[src/rtl/lru_pr_pkg.sv]
// Shared constants and types for the LRU page replacement block.
// No dependencies; every other file imports this package.
package lru_pr_pkg;

   // Sizes of the recency list and of the item fields
   localparam int MAX_FRAMES = 16;
   localparam int IDX_W      = $clog2(MAX_FRAMES);
   localparam int CNT_W      = $clog2(MAX_FRAMES + 1);
   localparam int PAGE_W     = 10;
   localparam int CFG_W      = 5;
   localparam int FRAMES_RESET = 16;

   // Controller states
   typedef enum logic [0:0] {
      ST_IDLE,
      ST_EXEC
   } lru_state_type;

   // Controller to datapath commands
   typedef struct packed {
      logic capture;   // latch the incoming page number
      logic commit;    // update the list and load the result register
   } lru_cmd_type;

   // Datapath to controller status
   typedef struct packed {
      logic out_busy;  // result register holds an item not yet taken
   } lru_status_type;

endpackage

[src/rtl/lru_pr_if.sv]
// Channel interfaces for the LRU page replacement block.
// Depends on lru_pr_pkg for field widths.
interface lru_req_if;
   import lru_pr_pkg::*;
   logic              valid;
   logic              ready;
   logic [PAGE_W-1:0] page_number;
   modport source (output valid, output page_number, input ready);
   modport sink   (input valid, input page_number, output ready);
endinterface

interface lru_rsp_if;
   import lru_pr_pkg::*;
   logic              valid;
   logic              ready;
   logic              hit;
   logic              evict_valid;
   logic [PAGE_W-1:0] evicted_page;
   logic [CNT_W-1:0]  occupancy;
   modport source (output valid, output hit, output evict_valid, output evicted_page,
                   output occupancy, input ready);
   modport sink   (input valid, input hit, input evict_valid, input evicted_page,
                   input occupancy, output ready);
endinterface

interface lru_csr_if;
   import lru_pr_pkg::*;
   logic             valid;
   logic             ready;
   logic [CFG_W-1:0] data;
   modport source (output valid, output data, input ready);
   modport sink   (input valid, input data, output ready);
endinterface

[src/rtl/lru_pr_ctrl.sv]
// Controller state machine: accepts an item, then commits it once the
// result register is free. Depends on lru_pr_pkg.
module lru_pr_ctrl (
   input  logic                       clock,
   input  logic                       reset,
   input  logic                       req_valid,
   output logic                       req_ready,
   output lru_pr_pkg::lru_cmd_type    cmd,
   input  lru_pr_pkg::lru_status_type status
);
   import lru_pr_pkg::*;

   lru_state_type state_ff, state_in;

   // next state
   always_comb begin
      state_in = state_ff;
      case (state_ff)
         ST_IDLE: begin
            if (req_valid) state_in = ST_EXEC;
         end
         ST_EXEC: begin
            if (!status.out_busy) state_in = ST_IDLE;
         end
         default: state_in = ST_IDLE;
      endcase
   end

   // outputs
   always_comb begin
      req_ready   = 1'b0;
      cmd.capture = 1'b0;
      cmd.commit  = 1'b0;
      case (state_ff)
         ST_IDLE: begin
            req_ready   = 1'b1;
            cmd.capture = req_valid;
         end
         ST_EXEC: begin
            cmd.commit = !status.out_busy;
         end
         default: ;
      endcase
   end

   always_ff @(posedge clock) begin
      if (reset) state_ff <= ST_IDLE;
      else       state_ff <= state_in;
   end

endmodule

[src/rtl/lru_pr_dp.sv]
// Datapath: recency list with parallel compare and shift, occupancy count,
// frame limit register and result register. Depends on lru_pr_pkg, lru_pr_if.
module lru_pr_dp (
   input  logic                             clock,
   input  logic                             reset,
   input  logic [lru_pr_pkg::PAGE_W-1:0]    page_number,
   input  lru_pr_pkg::lru_cmd_type          cmd,
   output lru_pr_pkg::lru_status_type       status,
   lru_rsp_if.source                        rsp,
   lru_csr_if.sink                          csr
);
   import lru_pr_pkg::*;

   logic [PAGE_W-1:0] list_ff [MAX_FRAMES];
   logic [PAGE_W-1:0] list_in [MAX_FRAMES];
   logic [CNT_W-1:0]  filled_ff, filled_in;
   logic [CFG_W-1:0]  limit_ff;
   logic [PAGE_W-1:0] page_ff;

   logic              rsp_valid_ff, rsp_valid_in;
   logic              hit_ff;
   logic              evict_ff;
   logic [PAGE_W-1:0] victim_ff;
   logic [CNT_W-1:0]  occ_ff;

   logic [MAX_FRAMES-1:0] match;
   logic                  hit;
   logic [IDX_W-1:0]      pos;
   logic [CNT_W-1:0]      lim;
   logic                  evict;
   logic [CNT_W-1:0]      last;
   logic [PAGE_W-1:0]     victim;
   logic [CNT_W-1:0]      base;
   logic [IDX_W-1:0]      upto;

   assign csr.ready       = 1'b1;
   assign status.out_busy = rsp_valid_ff && !rsp.ready;

   // associative lookup over valid entries, lowest position wins
   always_comb begin
      pos = '0;
      for (int i = 0; i < MAX_FRAMES; i++) begin
         match[i] = (list_ff[i] == page_ff) && (CNT_W'(i) < filled_ff);
      end
      for (int i = MAX_FRAMES - 1; i >= 0; i--) begin
         if (match[i]) pos = IDX_W'(i);
      end
      hit = |match;
   end

   // effective frame limit: zero acts as one, clamp at list depth
   always_comb begin
      if (limit_ff == '0)                     lim = CNT_W'(1);
      else if (int'(limit_ff) > MAX_FRAMES)   lim = CNT_W'(MAX_FRAMES);
      else                                    lim = CNT_W'(limit_ff);
   end

   // eviction of the tail entry on a miss when full
   assign evict  = !hit && (filled_ff >= lim);
   assign last   = filled_ff - CNT_W'(1);
   assign victim = list_ff[last[IDX_W-1:0]];
   assign base   = evict ? last : filled_ff;

   // shift span and next list contents
   always_comb begin
      if (hit)                              upto = pos;
      else if (int'(base) >= MAX_FRAMES)    upto = IDX_W'(MAX_FRAMES - 1);
      else                                  upto = base[IDX_W-1:0];
      list_in[0] = page_ff;
      for (int i = 1; i < MAX_FRAMES; i++) begin
         if (IDX_W'(i) <= upto) list_in[i] = list_ff[i-1];
         else                   list_in[i] = list_ff[i];
      end
      filled_in = hit ? filled_ff : base + CNT_W'(1);
   end

   // result valid: set on commit, cleared when taken
   always_comb begin
      rsp_valid_in = rsp_valid_ff;
      if (cmd.commit)     rsp_valid_in = 1'b1;
      else if (rsp.ready) rsp_valid_in = 1'b0;
   end

   // control registers
   always_ff @(posedge clock) begin
      if (reset) begin
         filled_ff    <= '0;
         limit_ff     <= CFG_W'(FRAMES_RESET);
         rsp_valid_ff <= 1'b0;
      end else begin
         rsp_valid_ff <= rsp_valid_in;
         if (cmd.commit) filled_ff <= filled_in;
         if (csr.valid)  limit_ff  <= csr.data;
      end
   end

   // payload registers
   always_ff @(posedge clock) begin
      if (cmd.capture) page_ff <= page_number;
      if (cmd.commit) begin
         for (int i = 0; i < MAX_FRAMES; i++) list_ff[i] <= list_in[i];
         hit_ff    <= hit;
         evict_ff  <= evict;
         victim_ff <= evict ? victim : '0;
         occ_ff    <= filled_in;
      end
   end

   assign rsp.valid        = rsp_valid_ff;
   assign rsp.hit          = hit_ff;
   assign rsp.evict_valid  = evict_ff;
   assign rsp.evicted_page = victim_ff;
   assign rsp.occupancy    = occ_ff;

endmodule

[src/rtl/lru_page_replacement_top.sv]
// LRU page replacement, top level. An item is accepted and its page number registered, then
// the controller commits it: list update, result load. No new item is taken before that;
// a waiting result stalls the update step and the input stays not ready until it is taken.
// Reset: synchronous, active high; empties the list, sets the frame limit to 16.
// Depends on lru_pr_pkg, lru_pr_if, lru_pr_ctrl, lru_pr_dp.
module lru_page_replacement_top (
   input  logic        clock,
   input  logic        reset,
   lru_req_if.sink     req_ch,
   lru_rsp_if.source   rsp_ch,
   lru_csr_if.sink     csr_ch
);
   import lru_pr_pkg::*;

   lru_cmd_type    cmd;
   lru_status_type status;

   // sequencing
   lru_pr_ctrl u_ctrl (
      .clock     (clock),
      .reset     (reset),
      .req_valid (req_ch.valid),
      .req_ready (req_ch.ready),
      .cmd       (cmd),
      .status    (status)
   );

   // list, counters and result register
   lru_pr_dp u_dp (
      .clock       (clock),
      .reset       (reset),
      .page_number (req_ch.page_number),
      .cmd         (cmd),
      .status      (status),
      .rsp         (rsp_ch),
      .csr         (csr_ch)
   );

endmodule
[src/flat_wrapper.sv]
// flat-port wrapper written by rule: the top's interface ports become plain ports
module lru_page_replacement_top_flat import lru_pr_pkg::*;
  (clock, reset, req_ch_valid, req_ch_page_number, req_ch_ready, rsp_ch_valid, rsp_ch_hit, rsp_ch_evict_valid, rsp_ch_evicted_page, rsp_ch_occupancy, rsp_ch_ready, csr_ch_valid, csr_ch_data, csr_ch_ready);
  lru_req_if req_ch_i ();
  lru_rsp_if rsp_ch_i ();
  lru_csr_if csr_ch_i ();
  input  logic clock;
  input  logic reset;
  input wire logic [$bits(req_ch_i.valid)-1:0] req_ch_valid;
  input wire logic [$bits(req_ch_i.page_number)-1:0] req_ch_page_number;
  output wire logic [$bits(req_ch_i.ready)-1:0] req_ch_ready;
  output wire logic [$bits(rsp_ch_i.valid)-1:0] rsp_ch_valid;
  output wire logic [$bits(rsp_ch_i.hit)-1:0] rsp_ch_hit;
  output wire logic [$bits(rsp_ch_i.evict_valid)-1:0] rsp_ch_evict_valid;
  output wire logic [$bits(rsp_ch_i.evicted_page)-1:0] rsp_ch_evicted_page;
  output wire logic [$bits(rsp_ch_i.occupancy)-1:0] rsp_ch_occupancy;
  input wire logic [$bits(rsp_ch_i.ready)-1:0] rsp_ch_ready;
  input wire logic [$bits(csr_ch_i.valid)-1:0] csr_ch_valid;
  input wire logic [$bits(csr_ch_i.data)-1:0] csr_ch_data;
  output wire logic [$bits(csr_ch_i.ready)-1:0] csr_ch_ready;
  assign req_ch_i.valid = req_ch_valid;
  assign req_ch_i.page_number = req_ch_page_number;
  assign req_ch_ready = req_ch_i.ready;
  assign rsp_ch_valid = rsp_ch_i.valid;
  assign rsp_ch_hit = rsp_ch_i.hit;
  assign rsp_ch_evict_valid = rsp_ch_i.evict_valid;
  assign rsp_ch_evicted_page = rsp_ch_i.evicted_page;
  assign rsp_ch_occupancy = rsp_ch_i.occupancy;
  assign rsp_ch_i.ready = rsp_ch_ready;
  assign csr_ch_i.valid = csr_ch_valid;
  assign csr_ch_i.data = csr_ch_data;
  assign csr_ch_ready = csr_ch_i.ready;
  lru_page_replacement_top u_core (.clock(clock), .reset(reset), .req_ch(req_ch_i), .rsp_ch(rsp_ch_i), .csr_ch(csr_ch_i));
endmodule
[config.mk]
export PLATFORM = sky130hd
export DESIGN_NAME = lru_page_replacement_top_flat
export DESIGN_NICKNAME = d
export VERILOG_FILES = /design/src/rtl/lru_pr_pkg.sv /design/src/rtl/lru_pr_if.sv /design/src/rtl/lru_pr_ctrl.sv /design/src/rtl/lru_pr_dp.sv /design/src/rtl/lru_page_replacement_top.sv /design/src/flat_wrapper.sv
export SDC_FILE = /design/constraint.sdc
export NUM_CORES = 1
export LEC_CHECK = 0
export ABC_AREA = 1
export BUFFER_PORTS_ARGS = -buffer_cell sky130_fd_sc_hd__buf_2
export CAP_MARGIN = 40
export CORE_UTILIZATION = 45
export DETAILED_ROUTE_END_ITERATION = 10
export SYNTH_ARGS = -nofsm -noshare
export SYNTH_HDL_FRONTEND = slang
export SYNTH_SLANG_ARGS = --single-unit
[constraint.sdc]
create_clock -name clock -period 5.3 [get_ports clock]
set_input_delay 1.06 -clock clock [delete_from_list [all_inputs] [get_ports clock]]
set_output_delay 1.06 -clock clock [all_outputs]
set_load 0.01 [all_outputs]
### Word level (Yosys, flattened, before mapping)

Memories as Yosys holds them, arrays and structs flattened. A register that Yosys moved wholly into a read port is not among the register bits.
Cells that the tools add are included.

* register bits after elaboration: 29
* latch bits: 0
* bits in writable memories: 160
* bits in read-only memories: 0
* bits of input ports: 20
* output and inout bits: 20
* logic and storage cells: 134
* memories: 1

* add/sub/neg operators: 2
* multiply operators: 0
* divide/modulo/power cells: 0
* $lt $le $gt $ge: 34
* equal/unequal tests: 16
* shifts and indexed selects: 0
* muxes and demuxes: 47
* bitwise operators: 1
* reduce and logical (&&, ||, !) cells: 25

Memories
* u_core.u_dp.list_ff: words 16, bits a word 10, read ports 17, clocked after memory_dff 1, write ports 16, RTL line lru_pr_dp.sv:14 `logic [PAGE_W-1:0] list_ff [MAX_FRAMES];`

Operators by type and width (count)
* $eq A10 B10 Y1: 16
* $mux W10: 15
* $mux W4: 18
* $lt A4 B5 Y1 const A: 8
* $le A4 B4 Y1 const A: 8
* $lt A3 B5 Y1 const A: 4
* $mux W5: 4
* $logic_and A1 B1 Y1: 18
* $le A3 B4 Y1 const A: 4
* $reduce_or A16 Y1: 1
* $lt A1 B5 Y1 const A: 2
* $lt A2 B5 Y1 const A: 2
* $mux W1: 9
* $le A2 B4 Y1 const A: 2
* $add A5 B1 Y5 const B: 1
* $ge A5 B5 Y1: 1
* $ge A5 B5 Y1 const B: 1
* $gt A5 B5 Y1 const B: 1
* $logic_not A5 Y1: 1
* $sub A5 B1 Y5 const B: 1
* $le A1 B4 Y1 const A: 1
* $logic_not A1 Y1: 4
* $pmux W1 S2: 1
* $reduce_bool A2 Y1: 1
* $not A1 Y1: 1

### Depth between registers and ports, before layout

An unclocked memory read counts as a cell.

* depth in word-level cells: 22
* mapped depth: 29
* mapped depth without buffers: 28

### Hierarchy

From an unflattened synthesis, not the netlist that was laid out.

* cell total of the unflattened synthesis: 1240
* area, all modules: 11272.1 um^2

By module, submodules not included
* lru_pr_dp: times used 1, cells each 1229, area each 11212.0 um^2, sequential area each 5835.6 um^2
* lru_pr_ctrl: times used 1, cells each 11, area each 60.1 um^2, sequential area each 20.0 um^2

### Least setup slack after synthesis

Ideal clock, no wire load.

* path type: reg2reg
* from: register, netlist name u_core.u_dp.filled_ff[0]
* to: memory u_core.u_dp.list_ff[6][0] (enable)
* setup time: 0.391 ns
* data arrival time: 3.457 ns
* required time: 4.909 ns
* path slack: 1.452 ns
* cell stages (with the launch flop): 19
* path buffers: 3
* period minus slack after synthesis: 3.848 ns
* cells stage by stage: dfxtp_1 inv_1 clkbuf_1 clkbuf_1 ha_1 o21a_1 o21a_1 o21ai_0 nand2_1 a21oi_1 inv_1 nand2_4 buf_6 nand2_2 o21ai_4 o21ai_2 inv_2 nand2_1 o21ai_0

RTL lines (RTL line)
* end: declaration: lru_pr_dp.sv:14

==> summary.md <==
| Metric | Value |
|---|---|
| Outcome | completed |
| Worst clock skew | 19.2 ps |
| Ports | 40 |
| CTS tree | yes |
| H-tree Lvls | 4 |
| Die height | 161 um |
| GRT Total Usage | 28.4% |
| Crit. End Element | flip-flop |
| Largest net degree at the start of global routing | 51 |
| Final WS setup | 787 ps |
| Post-Syn Area | 0.0114 mm^2 |
| Setup violations, final | 0 |
| Final GP Congestion | 1.06 |
| Setup TNS Final | 0 ps |
| Peak VDD IR | 0.214 mV |
| Post-CTS setup buffer count | 0 |
| Fmax | 222 MHz |
| Worst EP arrival | 4620 ps |
| Endpoints failing hold | 0 |
| CTS max path bufs | 2 |
| Sw Pwr | 0.00166 W |
| Combinational power share | 26.3% |
| Register area share after synthesis | 51.3% |
| # diodes | 0 |
| Total number of vias | 9414 |
| Iter 0 DRT Violations | 1318 |
| Initial antenna violation count | 1 |
| Worst min-delay path class | flip-flop to flip-flop |
| CTS-repair resized insts | 0 |
| Final Max Slew Viols | 0 |
| Most frequent cells in the layout | 230 x nand2_1, 187 x edfxtp_1, 143 x nor2_1 |
| RSZ-0062 raised after global routing | false |
| I/O Buffers | 38 |
| Critical Path Most Common Cell | nand2_1 |
| Number of cells on the critical path | 16 |
| WL per Instance | 22.3 um |
| Startpoint types | flip-flop |
| Slew headroom | 36.6% |
| Leakage | 4.91 nW |
| Syn Nets | 1286 |
| Layout cell share with drive strength beyond 1 | 10.7% |
| Setup CP Type | flip-flop to flip-flop |
| Slew @ Worst Pin | 952 ps |
| HPWL after DPL | 26500 um |
| Clk network pwr share | 28.5% |
| FF/Latch Area | 0.00586 mm^2 |
| Hold path depth | 0 |
| Critical path, cell by cell | buf_4 -> xor2_1 -> nor4_1 -> nand3_1 -> nand2_1 -> nor2_2 -> nand2_2 -> nor2_4 -> nand2_4 -> o21ai_4 -> nor2_2 -> nor2_4 -> inv_2 -> nand2_1 -> inv_2 -> nand2_1 |
| Die ar. | 0.0260 mm^2 |
| Mean Syn Cell Area | 9.08 um^2 |
| Area of the multi-input gates | 0.00480 mm^2 |
| Reg power frac | 45.2% |
| # clock sinks | 199 |
| Starting Density | 46.4% |
| Pre-Repair DR Iteration Count | 6 |
| Pre-CTS setup slack | 862 ps |
| Int Power | 0.00298 W |
| Vias per cell | 5.80 |
| Syn Inst Count | 1258 |
| Finished Core Util | 50.8% |
| Synth cell types | 46 |
| Most common cell after layout, fill and taps aside | nand2_1 |
| YS warnings | 0 |
| Area Growth Syn to Fin | 9.44% |
| Total routed wirelength | 36200 um |
| FF-to-FF path depth | 16 |
| Reg clk slew, reported paths | 80 ps |
| Period Utilization, post-route | 85.1% |
| Worst skew pair latency | 450 ps |
| Cell Pwr Density | 371 mW/mm^2 |
| Top delay family on crit path | simple AND/OR/NAND/NOR gates |
| First-pass GRT wire length | 54000 um |
| Peak per-stage delay on the critical path | 980 ps |
| Flops & latches, synth | 199 |
| Maxcap violations | 0 |
| Switch share | 35.8% |
| Bufs and invs on worst path | 3 |
| Final net count | 1313 |
| DRC Markers | 0 |
| CORE AREA | 0.0246 mm^2 |
| # hold bufs at CTS | 0 |
| Highest-delay cell along the critical path | edfxtp_1 |
| Root Driver | clkbuf_16 |
| Period minus WS final | 4510 ps |
| Required time worst endpoint | 5400 ps |
| Overflow after GRT | 0 |
| Die width | 161 um |
| CTS buffer count | 17 |
| ANT nets after route | 0 |
| Vias in the first global route | 8802 |
| Crit Path Max Fanout | 20 |
| Fillers | 2268 |
| Row count | 57 |
## synthesized netlist by cell type (all sizes together)
master     n  area [um^2]
nor3      25          130
o221ai    12          105
o211ai    22          165
nand4     26          163
conb       1         3.75
clkbuf    34          128
dfxtp     12          240
xor2      73          639
o21a       3         22.5
nand2b     1         6.26
nand3b     1         7.51
o22ai     11         68.8
ha         8          100
or2       12         77.6
nor3b      5         37.5
a21oi     51          259
o2111ai    2         17.5
and3       1         6.26
inv      116          438
nor2     152          623
o31ai      3         22.5
and2       3         18.8
nand2    236          911
o21ai    107          566
or4        1         7.51
edfxtp   187         5620
buf       25          199
nand3     58          290
nor4      24          150
xnor2     46          403
## per-layer routing
layer	vias to the layer above	track usage [%]	part of all wire (%)
met2	563	41.7	43
li1	4357	-	-
met3	67	5.91	10
met5	-	0	0
met1	4427	41.4	44
met4	0	10.1	3.2
## per-stage QoR
step                      area [um^2]  total power, W  hold WS (ps)  cells
final                           12500         0.00463           462   1622
after global routing            12500         0.00480           483   1622
after CTS                       12500         0.00461           469   1622
after detailed placement        11900         0.00331           449   1590
after global placement          11900         0.00331           446   1589
after floorplan                 11400         0.00288           421   1258
## sequential cells by signal, summed over array words and instances (netlist names)
| name | count |
|---|---|
| u_core.u_ctrl.state_ff | 1 |
| u_core.u_dp.filled_ff | 5 |
| u_core.u_dp.limit_ff | 5 |
| u_core.u_dp.list_ff | 160 |
| u_core.u_dp.page_ff | 10 |
| u_core.u_dp.rsp.evict_valid | 1 |
| u_core.u_dp.rsp.evicted_page | 10 |
| u_core.u_dp.rsp.hit | 1 |
| u_core.u_dp.rsp.occupancy | 5 |
| u_core.u_dp.rsp.valid | 1 |
## area by class of cell
class	count	share of cell area (%)
Sequential cell	199	46.9
Multi-Input combinational cell	884	38.4
Inverter	116	3.50
Clock buffer	18	3.43
Timing Repair Buffer	67	3.26
Tap cell	324	3.24
Clock inverter	14	1.29
## power groups by stage
stage / clock network, W / logic (W) / registers, W
after global routing: 0.00138 / 0.00131 / 0.00211
final: 0.00132 / 0.00122 / 0.00209
after floorplan: 0 / 0.000821 / 0.00206
after detailed placement: 0 / 0.00118 / 0.00212
after global placement: 0 / 0.00119 / 0.00212
after CTS: 0.00133 / 0.00119 / 0.00209
## logic make-up after synthesis
group / Yosys count / share of synthesized area, %
simple gates: 545 / 21.3
other cells: 1 / 0.0328
compound gates: 211 / 10.7
xor+xnor: 119 / 9.13
fa+ha+maj: 8 / 0.876
flops: 199 / 51.3
buf+inv: 175 / 6.69
## worst paths after layout
kind                             start                         to  slack, ps
max             u_core.u_dp.page_ff[8]  u_core.u_dp.list_ff[3][8]        790
max reg2reg     u_core.u_dp.page_ff[8]  u_core.u_dp.list_ff[3][8]        790
min          u_core.u_dp.list_ff[6][1]  u_core.u_dp.list_ff[7][1]        460
min reg2reg  u_core.u_dp.list_ff[6][1]  u_core.u_dp.list_ff[7][1]        460
## worst register-to-register path, stage by stage, from the launching register on
cell	delay, ps
edfxtp_1	980
buf_4	270
xor2_1	200
nor4_1	100
nand3_1	110
nand2_1	80
nor2_2	120
nand2_2	100
nor2_4	300
nand2_4	230
o21ai_4	310
nor2_2	90
nor2_4	370
inv_2	130
nand2_1	390
inv_2	50
nand2_1	340
Note: power is estimated with default switching activity, not from simulation.
